$ cat src/rtl/fbd_pkg.sv
// Shared widths, constants and divider request/response types for the
// fractional baud divider search. No dependencies.
`timescale 1ns / 1ps
`default_nettype none
package fbd_pkg;

  localparam int CLK_W   = 27;
  localparam int BAUD_W  = 23;
  localparam int DL_W    = 16;
  localparam int FR_W    = 4;
  localparam int SUM_W   = FR_W + 1;
  localparam int DIV_W   = 32;
  localparam int CNT_W   = $clog2(DIV_W);

  localparam logic [FR_W-1:0]  MUL_MAX   = 4'd15;
  localparam logic [DL_W-1:0]  DIV_MAX   = 16'hFFFF;
  localparam logic [CLK_W-1:0] CLK_RESET = 27'd100000000;

  // request into the shared serial divider
  typedef struct packed {
    logic             start;
    logic [DIV_W-1:0] num;
    logic [DIV_W-1:0] den;
  } div_req_t;

  // divider result; quo and rem hold until the next start
  typedef struct packed {
    logic             done;
    logic [DIV_W-1:0] quo;
    logic [DIV_W-1:0] rem;
  } div_rsp_t;

endpackage
`default_nettype wire

$ cat src/rtl/fbd_divider.sv
// Bit-serial restoring divider: one quotient bit per cycle.
// Depends on fbd_pkg.
`timescale 1ns / 1ps
`default_nettype none
module fbd_divider (
  input  wire logic              clk,
  input  wire logic              rst,
  input  wire fbd_pkg::div_req_t req,
  output fbd_pkg::div_rsp_t      rsp
);
  import fbd_pkg::*;

  logic             busy;
  logic             done;
  logic [CNT_W-1:0] cnt;
  logic [DIV_W-1:0] rem;
  logic [DIV_W-1:0] quo;
  logic [DIV_W-1:0] den;
  logic [DIV_W:0]   rem_sh;
  logic [DIV_W:0]   trial;

  // shift in the next dividend bit and try a subtract
  always_comb begin
    rem_sh = {rem, quo[DIV_W-1]};
    trial  = rem_sh - {1'b0, den};
  end

  // control
  always_ff @(posedge clk) begin
    if (rst) begin
      busy <= 1'b0;
      done <= 1'b0;
      cnt  <= '0;
    end else begin
      done <= 1'b0;
      if (req.start) begin
        busy <= 1'b1;
        cnt  <= '0;
      end else if (busy) begin
        cnt <= cnt + 1'b1;
        if (cnt == CNT_W'(DIV_W - 1)) begin
          busy <= 1'b0;
          done <= 1'b1;
        end
      end
    end
  end

  // datapath: quotient bits shift in where dividend bits shift out
  always_ff @(posedge clk) begin
    if (req.start) begin
      rem <= '0;
      quo <= req.num;
      den <= req.den;
    end else if (busy) begin
      if (!trial[DIV_W]) begin
        rem <= trial[DIV_W-1:0];
        quo <= {quo[DIV_W-2:0], 1'b1};
      end else begin
        rem <= rem_sh[DIV_W-1:0];
        quo <= {quo[DIV_W-2:0], 1'b0};
      end
    end
  end

  assign rsp.done = done;
  assign rsp.quo  = quo;
  assign rsp.rem  = rem;

endmodule
`default_nettype wire

$ cat src/rtl/fractional_baud_divider_search_top.sv
// Top level of the fractional baud divider search: sequencer, candidate
// evaluation and output register. Depends on fbd_pkg and fbd_divider.
//
// channel  dir  width  content
// s_axis   in   24     baud_rate[22:0]
// m_axis   out  24     divisor[15:0], mul_val[19:16], div_add_val[23:20]
// cfg      in   27     clock_hz, write-only
//
// One request at a time. The shared serial divider sets the rate: the plain
// quotient first, then two divides per (mul, divadd) pair for up to all 120
// pairs; an exact plain divide or a zero-error pair ends sooner. Zero baud
// skips the divider. Reset is synchronous and restores clock_hz to 100 MHz.
// A stalled result holds in the output register; the next request is taken
// once the sequencer is idle.
`timescale 1ns / 1ps
`default_nettype none
module fractional_baud_divider_search_top (
  input  wire logic        clk,
  input  wire logic        rst,
  input  wire logic        s_axis_tvalid,
  output logic             s_axis_tready,
  input  wire logic [23:0] s_axis_tdata,  // baud_rate[22:0], zero pad [23]
  output logic             m_axis_tvalid,
  input  wire logic        m_axis_tready,
  output logic [23:0]      m_axis_tdata,  // divisor[15:0], mul_val[19:16],
                                          // div_add_val[23:20]
  input  wire logic        cfg_we,
  input  wire logic [26:0] cfg_wdata
);
  import fbd_pkg::*;

  typedef enum logic [8:0] {
    ST_IDLE       = 9'b000000001,
    ST_PLAIN_GO   = 9'b000000010,
    ST_PLAIN_WAIT = 9'b000000100,
    ST_CAND_GO    = 9'b000001000,
    ST_Q_WAIT     = 9'b000010000,
    ST_ACH_GO     = 9'b000100000,
    ST_ACH_WAIT   = 9'b001000000,
    ST_EVAL       = 9'b010000000,
    ST_EMIT       = 9'b100000000
  } state_t;

  state_t            state;
  logic [CLK_W-1:0]  clock_hz;
  logic [BAUD_W-1:0] baud;
  logic [FR_W-1:0]   cur_m;
  logic [FR_W-1:0]   cur_a;
  logic [DL_W-1:0]   cand;
  logic [DL_W-1:0]   best_dl;
  logic [FR_W-1:0]   best_m;
  logic [FR_W-1:0]   best_a;
  logic [DIV_W-1:0]  best_err;
  logic [DL_W-1:0]   out_dl;
  logic [FR_W-1:0]   out_m;
  logic [FR_W-1:0]   out_a;
  logic              out_valid;

  div_req_t          dreq;
  div_rsp_t          drsp;

  logic [SUM_W-1:0]  sum_ma;
  logic [DIV_W-1:0]  num_mc;
  logic [DIV_W:0]    q_inc;
  logic [DIV_W-1:0]  q_half;
  logic [DL_W-1:0]   cand_next;
  logic [DIV_W-1:0]  ach;
  logic [DIV_W-1:0]  baud_ext;
  logic [DIV_W-1:0]  err;
  logic              out_free;

  // clock register
  always_ff @(posedge clk) begin
    if (rst) begin
      clock_hz <= CLK_RESET;
    end else if (cfg_we) begin
      clock_hz <= cfg_wdata;
    end
  end

  // operands for the divider; the divider's input registers follow the products
  always_comb begin
    sum_ma   = SUM_W'(cur_m) + SUM_W'(cur_a);
    num_mc   = DIV_W'(cur_m) * DIV_W'(clock_hz);
    baud_ext = DIV_W'(baud);
    dreq     = '0;
    unique case (state)
      ST_PLAIN_GO: begin
        dreq.start = 1'b1;
        dreq.num   = DIV_W'(clock_hz);
        dreq.den   = baud_ext << 4;
      end
      ST_CAND_GO: begin
        dreq.start = 1'b1;
        dreq.num   = num_mc;
        dreq.den   = (baud_ext * DIV_W'(sum_ma)) << 3;
      end
      ST_ACH_GO: begin
        dreq.start = 1'b1;
        dreq.num   = num_mc;
        dreq.den   = (DIV_W'(cand) * DIV_W'(sum_ma)) << 3;
      end
      default: dreq = '0;
    endcase
  end

  fbd_divider u_div (
    .clk (clk),
    .rst (rst),
    .req (dreq),
    .rsp (drsp)
  );

  // rounded half of the quotient, shared by the divisor and achieved-rate paths
  always_comb begin
    q_inc  = {1'b0, drsp.quo} + 1'b1;
    q_half = q_inc[DIV_W:1];
    ach    = q_half;
    err    = (ach > baud_ext) ? (ach - baud_ext) : (baud_ext - ach);
    if (q_half > DIV_W'(DIV_MAX)) begin
      cand_next = DIV_MAX;
    end else begin
      cand_next = q_half[DL_W-1:0];
    end
    if (cand_next == '0) begin
      cand_next = DL_W'(1);
    end
    if (cur_a != '0 && cand_next < DL_W'(2)) begin
      cand_next = DL_W'(2);
    end
  end

  assign out_free = !out_valid || m_axis_tready;

  // result valid: set on emit, cleared when the result is taken
  always_ff @(posedge clk) begin
    if (rst) begin
      out_valid <= 1'b0;
    end else if (state == ST_EMIT && out_free) begin
      out_valid <= 1'b1;
    end else if (m_axis_tvalid && m_axis_tready) begin
      out_valid <= 1'b0;
    end
  end

  // sequencer
  always_ff @(posedge clk) begin
    if (rst) begin
      state <= ST_IDLE;
    end else begin
      unique case (state)
        ST_IDLE: begin
          if (s_axis_tvalid) begin
            baud <= s_axis_tdata[BAUD_W-1:0];
            if (s_axis_tdata[BAUD_W-1:0] == '0) begin
              best_dl <= DIV_MAX;
              best_m  <= FR_W'(1);
              best_a  <= '0;
              state   <= ST_EMIT;
            end else begin
              state <= ST_PLAIN_GO;
            end
          end
        end
        ST_PLAIN_GO: state <= ST_PLAIN_WAIT;
        ST_PLAIN_WAIT: begin
          if (drsp.done) begin
            best_dl  <= (drsp.quo > DIV_W'(DIV_MAX)) ? DIV_MAX : drsp.quo[DL_W-1:0];
            best_m   <= FR_W'(1);
            best_a   <= '0;
            best_err <= baud_ext;
            cur_m    <= FR_W'(1);
            cur_a    <= '0;
            state    <= (drsp.rem == '0) ? ST_EMIT : ST_CAND_GO;
          end
        end
        ST_CAND_GO: state <= ST_Q_WAIT;
        ST_Q_WAIT: begin
          if (drsp.done) begin
            cand  <= cand_next;
            state <= ST_ACH_GO;
          end
        end
        ST_ACH_GO: state <= ST_ACH_WAIT;
        ST_ACH_WAIT: begin
          if (drsp.done) begin
            state <= ST_EVAL;
          end
        end
        ST_EVAL: begin
          // keep the first pair that strictly lowers the error
          if (err < best_err) begin
            best_err <= err;
            best_dl  <= cand;
            best_m   <= cur_m;
            best_a   <= cur_a;
          end
          if ((err < best_err && err == '0) ||
              (cur_m == MUL_MAX && cur_a == MUL_MAX - 1'b1)) begin
            state <= ST_EMIT;
          end else begin
            if (cur_a == cur_m - 1'b1) begin
              cur_m <= cur_m + 1'b1;
              cur_a <= '0;
            end else begin
              cur_a <= cur_a + 1'b1;
            end
            state <= ST_CAND_GO;
          end
        end
        ST_EMIT: begin
          if (out_free) begin
            out_dl <= (best_dl == '0) ? DL_W'(1) : best_dl;
            out_m  <= best_m;
            out_a  <= best_a;
            state  <= ST_IDLE;
          end
        end
        default: state <= ST_IDLE;
      endcase
    end
  end

  assign s_axis_tready = (state == ST_IDLE);
  assign m_axis_tvalid = out_valid;
  assign m_axis_tdata  = {out_a, out_m, out_dl};

  // checks
  a_frac_order: assert property (@(posedge clk) disable iff (rst)
    m_axis_tvalid |-> (m_axis_tdata[23:20] < m_axis_tdata[19:16]))
    else $error("div_add_val not below mul_val");

  a_dl_nonzero: assert property (@(posedge clk) disable iff (rst)
    m_axis_tvalid |-> (m_axis_tdata[15:0] != '0))
    else $error("zero divisor emitted");

  a_pair_range: assert property (@(posedge clk) disable iff (rst)
    (state == ST_EVAL) |-> (cur_m != '0 && cur_a < cur_m))
    else $error("candidate pair out of range");

endmodule
`default_nettype wire
$ cat config.mk
export PLATFORM = sky130hd
export DESIGN_NAME = fractional_baud_divider_search_top
export DESIGN_NICKNAME = d
export VERILOG_FILES = /design/src/rtl/fbd_pkg.sv /design/src/rtl/fbd_divider.sv /design/src/rtl/fractional_baud_divider_search_top.sv
export SDC_FILE = /design/constraint.sdc
export NUM_CORES = 1
export LEC_CHECK = 0
export BUFFER_PORTS_ARGS = -buffer_cell sky130_fd_sc_hd__buf_2
export CAP_MARGIN = 15
export CORE_MARGIN = 2
export CORE_UTILIZATION = 40
export CTS_CLUSTER_SIZE = 16
export DETAILED_ROUTE_END_ITERATION = 7
export PLACE_DENSITY = 0.58
export SLEW_MARGIN = 10
export SYNTH_ARGS = -nofsm -noshare
export SYNTH_HDL_FRONTEND = slang
export SYNTH_SLANG_ARGS = --single-unit
$ cat constraint.sdc
create_clock -name clk -period 14.05 [get_ports clk]
set_input_delay 0 -clock clk [delete_from_list [all_inputs] [get_ports clk]]
set_output_delay 0 -clock clk [all_outputs]
set_load 0.01 [all_outputs]
==> impl_metrics.env <==
export IMPL_drtIter0Drc=1473
export IMPL_critPathArrivalTime_ns=10.09
export IMPL_finalNonFillerCells=3771
export IMPL_grt_max_degree=56
export IMPL_synth_edf_count=187
export IMPL_finalWirelength_um=70200
export IMPL_comb_power_share=0.293
export IMPL_critPathTopFamily="simple AND/OR/NAND/NOR gates"
export IMPL_start_util=0.405
export IMPL_worst_ir_drop_vdd_mv=0.113
export IMPL_tightestPinTransition_ns=0.958
export IMPL_io_buffers=80
export IMPL_drc=0
export IMPL_nFillCells=5958
export IMPL_drive_gt1_frac=0.0716
export IMPL_use_met1=0.280
export IMPL_dp_cells=3643
export IMPL_antenna_found_initial=2
export IMPL_fin_hold_ws_ns=0.137
export IMPL_p_int_mw=1.74
export IMPL_overflow=0
export IMPL_outcome="complete, no violations"
export IMPL_crit_start="u_div.quo[0]"
export IMPL_fin_nets=3341
export IMPL_drt_first_pass_iters=5
export IMPL_p_seq_frac=0.376
export IMPL_setup_violations_final=0
export IMPL_cts_buffer_depth=3
export IMPL_dpl_cell_area_um2=26300
export IMPL_yosysWarnings=0
export IMPL_slew_viol_final=0
export IMPL_die_area_um2=64700
export IMPL_cts_resized=0
export IMPL_grt_pass1_wl_um=112000
export IMPL_synth_yosys_seq_area_share=0.285
export IMPL_synth_cell_type_count=78
export IMPL_syn_inst=2824
export IMPL_cts_buffers_inserted=31
export IMPL_power_density_nw_per_um2=92.8
export IMPL_hp_start="s_axis_tdata[3]"
export IMPL_post_cts_buffers=0
export IMPL_ant_nets=0
export IMPL_skew_ns=0.0196
export IMPL_dpl_hpwl_um=53300
export IMPL_grt_use_met2=0.379
export IMPL_chipWidth_um=254
export IMPL_clk_latency_ns=0.60
export IMPL_die_y_um=254
export IMPL_crit_fanout=12
export IMPL_clock_sinks=263
export IMPL_tns_ns=0
export IMPL_hold_violations=0
export IMPL_synth_avg_cell_area_um2=8.87
export IMPL_clkPwrFrac=0.331
export IMPL_ctsHoldBuffers=69
export IMPL_htreeDepth=1
export IMPL_crit_path_top_delay_cell="nor2_1"
export IMPL_cp_start_kind="flip-flop"
export IMPL_layout_min_cycle_time_ns=9.79
export IMPL_endpoint_kind="flip-flop"
export IMPL_post_route_period_util=0.697
export IMPL_synth_nets=3256
export IMPL_power_switching_mw=0.875
export IMPL_final_util=0.455
export IMPL_cts_tree="yes"
export IMPL_ys_ff_latch=263
export IMPL_p_leak_nw=12.6
export IMPL_final_area_um2=28100
export IMPL_max_slew_margin_rel=0.355
export IMPL_fmax_mhz=102
export IMPL_clk_root_buffer_cell="clkbuf_16"
export IMPL_synthToLayoutAreaGrowth_pct=12.3
export IMPL_vias=20600
export IMPL_slowest_delay_ns=0.64
export IMPL_cp_required_ns=14.35
export IMPL_gp_congestion=0.921
export IMPL_grt_usage=0.218
export IMPL_async_flop_share=0
export IMPL_grt_met3_usage=0.0285
export IMPL_critPathKind="reg2reg"
export IMPL_rsz0062_at_grt="false"
export IMPL_netlist_area_um2=25100
export IMPL_vias_per_cell=5.45
export IMPL_grt_pass1_vias=20800
export IMPL_antennaDiodeCount=0
export IMPL_synth_ff_type="edfxtp_1"
export IMPL_top_usage_layer="met2"
export IMPL_r2r_start="u_div.quo[0]"
export IMPL_min_path_type="in2reg"
export IMPL_path_clk_slew_ns=0.06
export IMPL_worst_path_buf_inv=3
export IMPL_fp_row_count=91
export IMPL_switching_share=0.335
export IMPL_wl_per_cell_um=18.6
export IMPL_core_area_um2=61800
export IMPL_pin_count=82
export IMPL_max_cap_violations=0
==> cell usage after synthesis, drive strengths merged (6+ instances only) <==
cell type	n	area [um2]
a21boi	8	60.1
a21oi	156	781
nand3b	8	60.1
or4	6	48.8
xnor2	85	744
nor3b	6	45.0
o211ai	10	93.8
clkbuf	115	432
a211o	18	158
or3	16	100
xor2	66	578
and2	135	845
nand3	43	220
and3	21	131
dfxtp	76	1520
ha	217	2720
buf	15	70.1
inv	312	1170
a31oi	20	125
o21ai	178	895
nor3	53	265
a22oi	30	225
a211oi	9	67.6
fa	159	3180
and4	9	81.3
nor4	24	150
nand4	39	244
edfxtp	187	5620
nor2	149	559
or2	8	50.1
a221o	11	110
mux2i	62	621
o21a	19	143
nor2b	37	231
o21bai	11	82.6
nand2	330	1240
nand2b	29	181
a21o	75	563
==> registers in the layout (all words and copies together), names as in the netlist <==
| name | flops |
|---|---|
| cur_m | 4 |
| u_div.done | 1 |
| baud | 23 |
| best_err | 32 |
| m_axis_tvalid | 1 |
| u_div.quo | 32 |
| u_div.cnt | 5 |
| out_dl | 16 |
| cur_a | 4 |
| clock_hz | 27 |
| best_a | 4 |
| u_div.den | 28 |
| state | 9 |
| out_m | 4 |
| u_div.rem | 32 |
| cand | 16 |
| best_dl | 16 |
| out_a | 4 |
| best_m | 4 |
| u_div.busy | 1 |
==> kinds of logic after synthesis <==
| family | after synthesis | share of synthesized area |
|---|---|---|
| buffers and inverters | 442 | 0.0668 |
| AND/OR/NAND/NOR | 928 | 0.183 |
| AO/OA/AOI/OAI | 598 | 0.150 |
| multiplexers | 66 | 0.0266 |
| adder cells (fa/ha/maj) | 376 | 0.235 |
| XOR/XNOR | 151 | 0.0528 |
| flip-flops | 263 | 0.285 |
==> metrics by stage <==
step | worst slack [ns] | power [mW]
finish | 4.26 | 2.61
detailed placement | 4.44 | 1.74
CTS | 4.41 | 2.63
floorplan | 6.20 | 1.54
global route | 3.74 | 2.75
global placement | 4.54 | 1.72
==> metal layers <==
layer | share of wire | vias to the layer above
li1 | - | 9849
met1 | 0.43 | 10100
met2 | 0.49 | 489
met3 | 0.047 | 129
met4 | 0.032 | 2
met5 | 0.00019 | -
==> area by class of cell <==
type                            count  area (um2)  share of cell area
Sequential cell                   263        7140               0.254
Timing Repair Buffer              182        1350              0.0480
Tap cell                          837        1050              0.0372
Inverter                          312        1170              0.0416
Clock buffer                       31         776              0.0276
Clock inverter                     27         315              0.0112
Multi-Input combinational cell   2119       16300               0.581
==> layout by cell type, fill, tap and decap left out, drive strengths merged, types with 113 or more instances in the layout <==
| cell type | n |
|---|---|
| o21ai | 178 |
| fa | 159 |
| a21oi | 156 |
| ha | 217 |
| buf | 113 |
| inv | 315 |
| nor2 | 149 |
| edfxtp | 187 |
| and2 | 135 |
| nand2 | 330 |
==> power groups by stage <==
| stage | sequential, mW | clock, mW | combinational [mW] |
|---|---|---|---|
| after global routing | 0.991 | 0.910 | 0.852 |
| after global placement | 0.992 | 0 | 0.725 |
| after floorplan | 0.955 | 0 | 0.584 |
| final | 0.980 | 0.865 | 0.765 |
| after detailed placement | 0.995 | 0 | 0.743 |
| after CTS | 0.980 | 0.887 | 0.764 |
==> final timing paths <==
path	cells after the start	slack [ns]	endpoint
setup / recovery	31	4.26	cur_m[3]
hold reg to reg	0	0.42	out_m[0]
hold / removal	2	0.14	baud[3]
setup reg to reg	31	4.26	cur_m[3]
Note: power is estimated with default switching activity, not from simulation.
